## config.mk

```make
export PLATFORM = sky130hd
export DESIGN_NAME = pob_front
export DESIGN_NICKNAME = d
export VERILOG_FILES = /design/src/rtl/pob_pkg.sv /design/src/rtl/pob_front.sv
export SDC_FILE = /design/constraint.sdc
export NUM_CORES = 1
export LEC_CHECK = 0
export BUFFER_PORTS_ARGS = -buffer_cell sky130_fd_sc_hd__buf_2
export CAP_MARGIN = 30
export CORE_ASPECT_RATIO = 1.25
export CORE_MARGIN = 2
export CORE_UTILIZATION = 25
export CTS_CLUSTER_SIZE = 20
export DETAILED_ROUTE_END_ITERATION = 7
export MAX_ROUTING_LAYER = met4
export PLACE_DENSITY = 0.47
export SLEW_MARGIN = 5
export SYNTH_ARGS = -nofsm -noshare
export SYNTH_HDL_FRONTEND = slang
export SYNTH_SLANG_ARGS = --single-unit
```

## constraint.sdc

```tcl
create_clock -name clk_i -period 9 [get_ports clk_i]
set_clock_uncertainty 0.15 [all_clocks]
set_input_delay 2.25 -clock clk_i [delete_from_list [all_inputs] [get_ports clk_i]]
set_output_delay 2.25 -clock clk_i [all_outputs]
set_load 0.005 [all_outputs]
```

## src/rtl/pob_pkg.sv

```systemverilog
// shared types and constants of the price-time order book
package pob_pkg;

  localparam int unsigned IdW     = 16;
  localparam int unsigned PriceW  = 31;
  localparam int unsigned QtyW    = 24;
  localparam int unsigned LvlQtyW = 29;
  localparam int unsigned SmallW  = 6;
  localparam int unsigned InDataW = 72;
  localparam int unsigned InUserW = 3;
  localparam int unsigned OutDataW = 80;
  localparam int unsigned OutUserW = 2;
  localparam int unsigned MaxResults = 32;

  typedef enum logic [1:0] {
    OP_ADD    = 2'd0,
    OP_REMOVE = 2'd1,
    OP_DUMP   = 2'd2,
    OP_COUNT  = 2'd3
  } op_e;

  typedef enum logic [1:0] {
    ST_OK        = 2'd0,
    ST_FULL      = 2'd1,
    ST_NOT_FOUND = 2'd2,
    ST_EMPTY     = 2'd3
  } status_e;

  typedef struct packed {
    op_e               op;
    logic              side;
    logic [IdW-1:0]    id;
    logic [PriceW-1:0] price;
    logic [QtyW-1:0]   qty;
  } cmd_t;

  typedef struct packed {
    status_e            status;
    logic [PriceW-1:0]  price;
    logic [LvlQtyW-1:0] qty;
    logic [SmallW-1:0]  orders;
    logic [SmallW-1:0]  bid_lvls;
    logic [SmallW-1:0]  ask_lvls;
    logic               last;
  } result_t;

  // saturate a small count at 63
  function automatic logic [SmallW-1:0] sat_small(input logic [SmallW:0] v);
    return v[SmallW] ? {SmallW{1'b1}} : v[SmallW-1:0];
  endfunction

endpackage

```

## src/rtl/pob_front.sv

```systemverilog
// front end: takes command transfers, decodes them and queues them for the book
module pob_front import pob_pkg::*; (
  input  logic               clk_i,
  input  logic               rst_ni,
  input  logic               s_axis_tvalid_i,
  output logic               s_axis_tready_o,
  input  logic [InDataW-1:0] s_axis_tdata_i,
  input  logic [InUserW-1:0] s_axis_tuser_i,
  output logic               cmd_valid_o,
  output cmd_t               cmd_o,
  input  logic               cmd_pop_i
);

  cmd_t       mem_q [2];
  logic       wr_ptr_q, rd_ptr_q;
  logic [1:0] cnt_q, cnt_d;
  logic       push;
  cmd_t       dec;

  assign s_axis_tready_o = (cnt_q != 2'd2);
  assign push = s_axis_tvalid_i && s_axis_tready_o;
  assign cmd_valid_o = (cnt_q != 2'd0);
  assign cmd_o = mem_q[rd_ptr_q];

  always_comb begin
    dec.op    = op_e'(s_axis_tuser_i[1:0]);
    dec.side  = s_axis_tuser_i[2];
    dec.id    = s_axis_tdata_i[IdW-1:0];
    dec.price = s_axis_tdata_i[IdW+PriceW-1:IdW];
    dec.qty   = s_axis_tdata_i[IdW+PriceW+QtyW-1:IdW+PriceW];
    cnt_d = cnt_q;
    if (push && !cmd_pop_i) begin
      cnt_d = cnt_q + 2'd1;
    end else if (!push && cmd_pop_i) begin
      cnt_d = cnt_q - 2'd1;
    end
  end

  always_ff @(posedge clk_i or negedge rst_ni) begin
    if (!rst_ni) begin
      wr_ptr_q <= 1'b0;
      rd_ptr_q <= 1'b0;
      cnt_q    <= 2'd0;
    end else begin
      cnt_q <= cnt_d;
      if (push) wr_ptr_q <= ~wr_ptr_q;
      if (cmd_pop_i) rd_ptr_q <= ~rd_ptr_q;
    end
  end

  always_ff @(posedge clk_i) begin
    if (push) mem_q[wr_ptr_q] <= dec;
  end

endmodule

```

# After elaboration in Yosys (flattened, before gate mapping)
# Memories as Yosys holds them, arrays and structs flattened.
# Index checks and enable logic that the tools add are counted.
[totals] reg_bits=4 latch_bits=0 ram_bits=148 romBits=0 inputBits=79 mem_count=1
[mem_list] memory="mem_q" depth=2 width=74 read_ports=1 rd_ports_with_merged_regs=0 wr=1 line_no="pob_front.sv:14" text="cmd_t mem_q [2];"
[op_classes] n_addsub=2 n_mul=0 n_div=0 n_lt_le_gt_ge=0 n_eq_ne=1 shift=0 n_mux=4 bitwise_logic=2 n_reduce_logical=7
[ops] op="$mux W2" n=2
[ops] op="$reduce_bool A2 Y1" n=2
[ops] op="$logic_and A1 B1 Y1" n=3
[ops] op="$add A2 B1 Y2 const B" n=1
[ops] op="$logic_not A1 Y1" n=2
[ops] op="$mux W1" n=2
[ops] op="$ne A2 B2 Y1 const B" n=1
[ops] op="$not A1 Y1" n=2
[ops] op="$sub A2 B1 Y2 const B" n=1

# Depth between registers and ports, before layout
# Gate-level depths: netlist of run 1.
[logic_depth] word_depth=6 mapped_depth=7

# Worst setup path after synthesis of run 1
# Ideal clock, no wire load.
[synth_path] path_type="input-to-reg" start="in s_axis_tvalid_i" end="mem mem_q[0][0] (netlist bit) (enable)" arrival_time_ns=5.428 required_time_ns=8.343 path_slack_ns=2.915 stages=2 path_cell_list="nand2_1 -> nor2_1"
[synth_between] elab_chain_len=3
[synth_rtl] element="start: declaration" line_no="pob_front.sv:5" text="input logic s_axis_tvalid_i,"
[synth_rtl] element="$logic_and A1 B1 Y1" line_no="pob_front.sv:21" text="assign push = s_axis_tvalid_i && s_axis_tready_o;"
[synth_rtl] element="$mux W1" line_no="pob_front.sv:52" text="if (push) mem_q[wr_ptr_q] <= dec;"
[synth_rtl] element="$mux W1 (not written as such)" line_no="pob_front.sv:52"
[synth_rtl] element="end: declaration" line_no="pob_front.sv:14"
# No other way between the ends.

==> results of run 1 <==
[area by class of cell]
cell class,count,area share
Inverter,2,0.00100
Clock inverter,12,0.0268
Tap cell,288,0.0480
Sequential cell,152,0.606
Timing Repair Buffer,157,0.111
Antenna cell,1,0.000333
Multi-Input combinational cell,86,0.149
Clock buffer,18,0.0572
[cell usage after synthesis]
cell	instances	share of area
edfxtp_1	148	0.77
xnor2_1	2	0.0031
buf_2	2	0.0017
or2_2	1	0.0011
dfrtp_1	4	0.017
mux2_4	50	0.13
nand2_1	1	0.00065
ha_1	1	0.0022
inv_1	2	0.0013
and3_1	1	0.0011
nand2b_1	1	0.0011
buf_6	6	0.012
mux2_2	24	0.047
nor2_1	2	0.0013
xor2_1	3	0.0046
[metal layers]
| layer | up-vias | routed length [um] | GRT usage |
|---|---|---|---|
| met5 | - | 0 | - |
| met4 | 0 | 106 | 0.0332 |
| met3 | 5 | 652 | 0.0356 |
| met2 | 92 | 5950 | 0.167 |
| met1 | 1436 | 4290 | 0.102 |
| li1 | 1313 | - | - |
[report_power, final]
part	switching [mW]	internal (mW)	leakage [nW]	total, mW
clock	0.275	0.490	0.304	0.765
combinational	0.291	0.365	1.19	0.655
sequential	0.0749	0.969	1.42	1.04
[cells in the final DEF, fill, tap and decap left out, drive strengths merged]
| cell type | instances |
|---|---|
| xor2 | 3 |
| mux2 | 74 |
| clkinv | 5 |
| nand2 | 1 |
| xnor2 | 2 |
| and3 | 1 |
| buf | 157 |
| clkbuf | 18 |
| dfrtp | 4 |
| nor2 | 2 |
| inv | 3 |
| clkinvlp | 1 |
| nand2b | 1 |
| or2 | 1 |
| edfxtp | 148 |
| diode | 1 |
| bufinv | 5 |
| ha | 1 |
[sequential cells by signal, summed over array words and instances (netlist names)]
name      flops
rd_ptr_q      1
mem_q       148
cnt_q         2
wr_ptr_q      1
[stage by stage]
step / worst slack [ns] / hold slack [ns] / instance area [um2]
6_report: 4.08 / 0.362 / 7500
5_1_grt: 3.90 / 0.384 / 7500
4_1_cts: 3.94 / 0.371 / 7500
3_5_place_dp: 4.40 / 0.357 / 6870
3_3_place_gp: 4.43 / 0.326 / 6820
2_1_floorplan: 2.92 / 0.306 / 5740
[cell families after synthesis]
| group | count (synthesis) | share of synthesized area |
|---|---|---|
| multiplexers | 74 | 0.178 |
| adder cells (fa/ha/maj) | 1 | 0.00218 |
| flip-flops | 152 | 0.792 |
| buffers and inverters | 10 | 0.0148 |
| AND/OR/NAND/NOR | 6 | 0.00524 |
| XOR/XNOR | 5 | 0.00763 |
[worst max-delay path by stage]
stage / to / depth (start not counted) / startpoint / slack [ns]
global route: cmd_o[67] / 3 / rd_ptr_q / 3.90
finish: cmd_o[67] / 3 / rd_ptr_q / 4.08
detailed placement: cmd_o[71] / 3 / rd_ptr_q / 4.40
CTS: cmd_o[71] / 3 / rd_ptr_q / 3.94
floorplan: mem_q[0][0] / 2 / s_axis_tvalid_i / 2.92
global placement: mem_q[0][61] / 4 / s_axis_tvalid_i / 4.43
==> out/metrics.csv, run 1 <==
metric,value,unit
status,finished clean,
detail-route-antenna-nets,0,
clkSlewWorstSetupHoldPaths,0.06,ns
path_buf_inv,2,
reg2regPathDepth,5,
cp-start-kind,register,
die_h,173,um
critPathKind,reg2out,
clockBufferDepth,2,
r2r_slack,6.55,ns
ys_types,15,
place_congestion,0.695,
crit_fanout,42,
holdPathEnd,cnt_q[1],
cts-root-buf,clkbuf_16,
io_pins,155,
p_total,2.46,mW
cpMaxStageDelayCell,dfrtp_4,
min_path_type,reg2reg,
antenna_found_initial,1,
fmax,0.203,GHz
seqCellArea,4550,um2
die_w,139,um
worstHoldStart,cnt_q[1],
rsz0062_at_grt,false,
h-tree-depth,4,
clock_latency,0.41,ns
placedCellCount,685,
first_iter_violations,80,
holdBufCountCts,0,
synthCells,248,
syn2layout_area_growth,30.8,%
dieArea,24200,um2
initial_core_util,0.252,
yosys_warnings,0,
fin_crit_sh,0.547,
wl,11000,um
syn-cell-area,5740,um2
avgSynthCellArea,23.1,um2
wl_per_cell,15.4,um
finalCriticalPeriod,4.92,ns
core-area,22700,um2
worst_setup_path_end_kind,output pin,
placementRows,62,
hold_violations,0,
tightest_slew,0.802,ns
relSlewSlack,0.465,
portBuffers,153,
p_per_area,328,nW/um2
cts.sinks,152,
syn_nets,328,
setup_viol,0,
cts_buffers,17,
hold_depth,1,
grt_overflow,0,
post-route-util,0.330,
max_stage_delay,0.80,ns
timing.rr.start,cnt_q[0],
max-cap-violations,0,
cts_tree,yes,
fin_setup_tns,0,ns
synth-seq-cells,152,
vias,2846,
grt_pass1_wl,17200,um
vias_per_cell,3.97,
grt_pass1_vias,3255,
drive_above_1_share,0.616,
ctsResizeCount,0,
crit_path_cell_trace,buf_4 -> mux2_2 -> buf_2,
yosysSeqAreaShare,0.792,
layout.nets,496,
nFillCells,2229,
post_cts_buffers,0,
track_usage,0.0968,
ir_drop,0.123,mV
first_pass_iters,4,
drv_slew,0,
cp_data_required_time,6.60,ns
remaining_drc_errors,0,
p_leak,2.92,nW
arrival,2.52,ns
cp_top_family,buffers and inverters,
final_cells,716,
grt_max_degree,43,
regToRegEndpoint,mem_q[0][7],
multi_input_area,1120,um2
dp.final_hpwl,7140,um
Note: power is estimated with default switching activity, not from simulation.
==> run 2, diff against run 1 <==
- PLACE_DENSITY: 0.47 -> 0.49
- clock period: 9 -> 4.1 ns (I/O delays scaled with it)
==> run 2 against run 1 <==
Final cell count down 0.14%. Register-to-register slack lost 4.6 ns. Critical path depth unchanged. Largest power group unchanged.
==> out/metrics.csv, run 2 (synthesis gave the netlist of run 1 again) <==
metric,value,unit
status,finished clean,
p_leak,2.92,nW
reg2regPathDepth,4,
syn2layout_area_growth,31.1,%
first_pass_iters,4,
cts_buffers,17,
min_path_type,in2async,
grt_pass1_wl,16800,um
layout.nets,496,
post_cts_buffers,0,
core-area,22700,um2
worst_setup_path_end_kind,output pin,
first_iter_violations,107,
detail-route-antenna-nets,0,
cts_tree,yes,
largest_reg_flops,148,
p_per_area,721,nW/um2
setup_viol,0,
fin_crit_sh,0.797,
p_int,4.01,mW
rsz0062_at_grt,false,
track_usage,0.0960,
cp_data_required_time,2.92,ns
drv_slew,0,
grt_pass1_vias,3197,
final_common_cell,buf_2,
cts.sinks,152,
die_w,139,um
drive_above_1_share,0.618,
dp.final_hpwl,7030,um
grt_overflow,0,
dieArea,24200,um2
timing.rr.start,cnt_q[0],
portBuffers,153,
startpoint,rd_ptr_q,
switching_power,1.41,mW
p_comb_frac,0.271,
regMostFlops,mem_q,
hold_slack,0.255,ns
antenna_found_initial,0,
initial_core_util,0.252,
final_area,7520,um2
cts-root-buf,clkbuf_16,
tightest_slew,0.774,ns
grt_max_degree,54,
power.share.sequential,0.419,
clockPowerShare,0.311,
clkSlewWorstSetupHoldPaths,0.06,ns
wl,10800,um
hold_violations,0,
switching_share,0.260,
crit_fanout,53,
critPathKind,reg2out,
arrival,2.09,ns
ir_drop,0.299,mV
die_h,173,um
h-tree-depth,4,
diodes,0,
cp-start-kind,register,
placementRows,62,
max-cap-violations,0,
fin_setup_tns,0,ns
finalCriticalPeriod,3.27,ns
ctsResizeCount,0,
clock_latency,0.41,ns
wl_per_cell,15.2,um
layout_common_cells,"buf_2 (153), edfxtp_1 (148), mux2_4 (50)",
holdBufCountCts,0,
remaining_drc_errors,0,
postPlaceCellArea,6890,um2
place_congestion,0.665,
p_total,5.42,mW
io_pins,155,
vias,2828,
post-route-util,0.331,
top_regs,"mem_q (148), cnt_q (2)",
fmax,0.306,GHz
clockBufferDepth,2,
vias_per_cell,3.96,
relSlewSlack,0.483,
==> run 2: changes by cell type in the layout (fill, tap and decap cells not counted) <==
cell,before,now
buf_16,2,1
clkinv_1,1,0
buf_4,2,0
diode_2,1,0
inv_6,1,0
buf_12,0,3
clkinv_4,3,4
clkinv_2,1,2
==> run 2: metrics by stage <==
step | cells | worst slack (ns)
after global routing | 715 | 0.723
final | 715 | 0.832
after floorplan | 248 | 0.481
after detailed placement | 685 | 1.24
after CTS | 715 | 0.774
after global placement | 684 | 1.27
==> run 2: final cells by class <==
class	count	area (um2)
inverter	2	7.51
tap	288	360
sequential	152	4550
timing repair buffer	157	853
multi-input combinational	86	1120
fill	2204	15200
clock buffer	18	429
clock inverter	12	203
==> run 2: worst max-delay path: stages, from the launching register on <==
cell and delay (ns):
dfrtp_4 0.69, buf_12 0.42, mux2_2 0.38, buf_2 0.16
==> run 2: power groups by stage <==
stage / Clock, mW / Sequential (mW) / Combinational (mW)
floorplan: 0 / 2.24 / 0.994
global placement: 0 / 2.29 / 1.48
detailed placement: 0 / 2.31 / 1.52
CTS: 1.74 / 2.28 / 1.52
global route: 1.81 / 2.31 / 1.60
finish: 1.68 / 2.27 / 1.47
==> run 2: path summary, 6_finish.rpt <==
check	to	slack, ns
worst max register to register	mem_q[0][33]	1.98
worst min-delay path	cnt_q[1]	0.26
worst max-delay path	cmd_o[66]	0.83
min in group clk_i	cnt_q[1]	0.35
max in group asynchronous	rd_ptr_q	3.41
worst min register to register	cnt_q[1]	0.35
==> run 2: routing by layer <==
layer,part of all wire,GRT usage,vias to the layer above,wire length [um]
met3,0.056,0.0304,12,604
met4,0.016,0.0442,0,176
met5,0,-,-,0
met1,0.40,0.102,1416,4340
li1,-,-,1311,-
met2,0.53,0.163,89,5710
==> run 3, diff against run 2 <==
- clock period: 4.1 -> 2.7 ns (I/O delays scaled with it)
==> run 3 against run 2 <==
Final cell count up 1.5%. Core utilization barely moved. Critical path depth stayed put. Critical endpoint is now cmd_o[71]. Largest power group unchanged. Highest routed layer unchanged.
==> out/metrics.csv, run 3 (synthesis gave the netlist of run 1 again) <==
metric,value,unit
wl_per_cell,15.0,um
initial_core_util,0.252,
p_leak,2.93,nW
place_ws,0.434,ns
critPathKind,reg2out,
grt_max_degree,44,
layout.nets,502,
cts_tree,yes,
hold_violations,0,
crit_end,cmd_o[71],
nFillCells,2254,
r2r_slack,0.91,ns
track_usage,0.0964,
drv_slew,0,
remaining_drc_errors,0,
dieArea,24200,um2
wl,10900,um
worst_setup_path_end_kind,output pin,
final_common_cell,buf_2,
fin_ws,0.171,ns
die_h,173,um
regToRegEndpoint,mem_q[0][14],
grt_overflow,0,
clockBufferDepth,2,
antenna_found_initial,2,
grt_pass1_vias,3171,
fin_setup_tns,0,ns
vias,2850,
dp.final_hpwl,7300,um
portBuffers,153,
min_path_type,in2reg,
setup_viol,0,
wl_met1,4450,um
tightest_slew,0.452,ns
crit_fanout,13,
drive_above_1_share,0.621,
startpoint,rd_ptr_q,
cts_buffers,17,
fin_crit_sh,0.937,
status,finished clean,
largest_reg_flops,148,
fmax,0.395,GHz
max-cap-violations,0,
io_pins,155,
arrival,1.70,ns
cts-root-buf,clkbuf_16,
core-area,22700,um2
top_layer,met4,
reg2regPathDepth,4,
cts.sinks,152,
h-tree-depth,4,
cp_data_required_time,1.88,ns
clkSlewWorstSetupHoldPaths,0.06,ns
rsz0062_at_grt,false,
cp-start-kind,register,
clock_latency,0.41,ns
relSlewSlack,0.698,
place_congestion,0.668,
p_per_area,1070,nW/um2
layout_common_cells,"buf_2 (153), edfxtp_1 (148), mux2_4 (50)",
finalCriticalPeriod,2.53,ns
grt_pass1_wl,17000,um
timing.rr.start,cnt_q[0],
wl_met3,625,um
dr_wl_met2,5680,um
top_regs,"mem_q (148), cnt_q (2)",
regMostFlops,mem_q,
first_iter_violations,135,
placementRows,62,
vias_per_cell,3.93,
detail-route-antenna-nets,0,
first_pass_iters,4,
syn2layout_area_growth,31.2,%
ir_drop,0.449,mV
die_w,139,um
## run 3: changes by cell type in the layout (fill, tap and decap cells not counted), sizes merged
cell / before / now
buf: 157 / 162
inv: 2 / 7
bufinv: 5 / 2
diode: 0 / 3
clkinv: 6 / 5
clkinvlp: 1 / 2
dlygate4sd3: 0 / 1
## run 3: where the power goes
group          internal (mW)  leakage, nW  switching (mW)  total (mW)
Sequential              3.23         1.42           0.157        3.38
Clock                   1.37        0.279           0.941        2.31
Combinational           1.29         1.23            1.07        2.35
## run 3: worst min-delay path by stage
stage | from | end | slack [ns] | cells after the start
6_report | s_axis_tdata_i[34] | mem_q[0][42] | 0.30 | 1
5_1_grt | s_axis_tdata_i[34] | mem_q[0][42] | 0.27 | 1
4_1_cts | s_axis_tdata_i[34] | mem_q[0][42] | 0.27 | 1
3_5_place_dp | rst_ni | cnt_q[0] | 0.34 | 1
3_3_place_gp | rst_ni | cnt_q[0] | 0.33 | 1
2_1_floorplan | rst_ni | cnt_q[0] | 0.23 | 0
## run 3: routing by layer
| layer | track usage | up-vias |
|---|---|---|
| li1 | - | 1332 |
| met1 | 0.103 | 1416 |
| met4 | 0.0417 | 0 |
| met2 | 0.161 | 96 |
| met5 | - | - |
| met3 | 0.0354 | 6 |
## run 3: timing repair
item / in CTS / in global routing
endpoints found under the setup margin: 3 / 0
setup buffers: 2 / 0
endpoints found under the hold margin: 4 / 0
hold buffers: 1 / 0
resized for setup: 0 / 0
## run 3: final cells by class
| class | count | area [um2] | share of cell area |
|---|---|---|---|
| Timing Repair Buffer | 163 | 906 | 0.120 |
| Clock buffer | 18 | 429 | 0.0570 |
| Multi-Input combinational cell | 86 | 1120 | 0.149 |
| Inverter | 2 | 7.51 | 0.000998 |
| Clock inverter | 14 | 146 | 0.0195 |
| Sequential cell | 152 | 4550 | 0.604 |
| Antenna cell | 3 | 7.51 | 0.000998 |
| Tap cell | 288 | 360 | 0.0479 |
## run 3: through the flow
| stage | power [mW] | utilization | instance area, um2 | hold WS, ns | cells |
|---|---|---|---|---|---|
| 6_report | 8.05 | 0.331 | 7520 | 0.298 | 726 |
| 4_1_cts | 8.25 | 0.331 | 7520 | 0.269 | 723 |
| 5_1_grt | 8.52 | 0.331 | 7520 | 0.265 | 725 |
| 2_1_floorplan | 4.90 | - | 5750 | 0.229 | 248 |
| 3_5_place_dp | 5.86 | 0.304 | 6920 | 0.337 | 688 |
| 3_3_place_gp | 5.80 | 0.304 | 6920 | 0.328 | 688 |
## run 3: worst max-delay path, stage by stage (launching register included)
cell and delay [ns]:
dfrtp_4 0.51, buf_4 0.29, mux2_2 0.36, buf_2 0.12
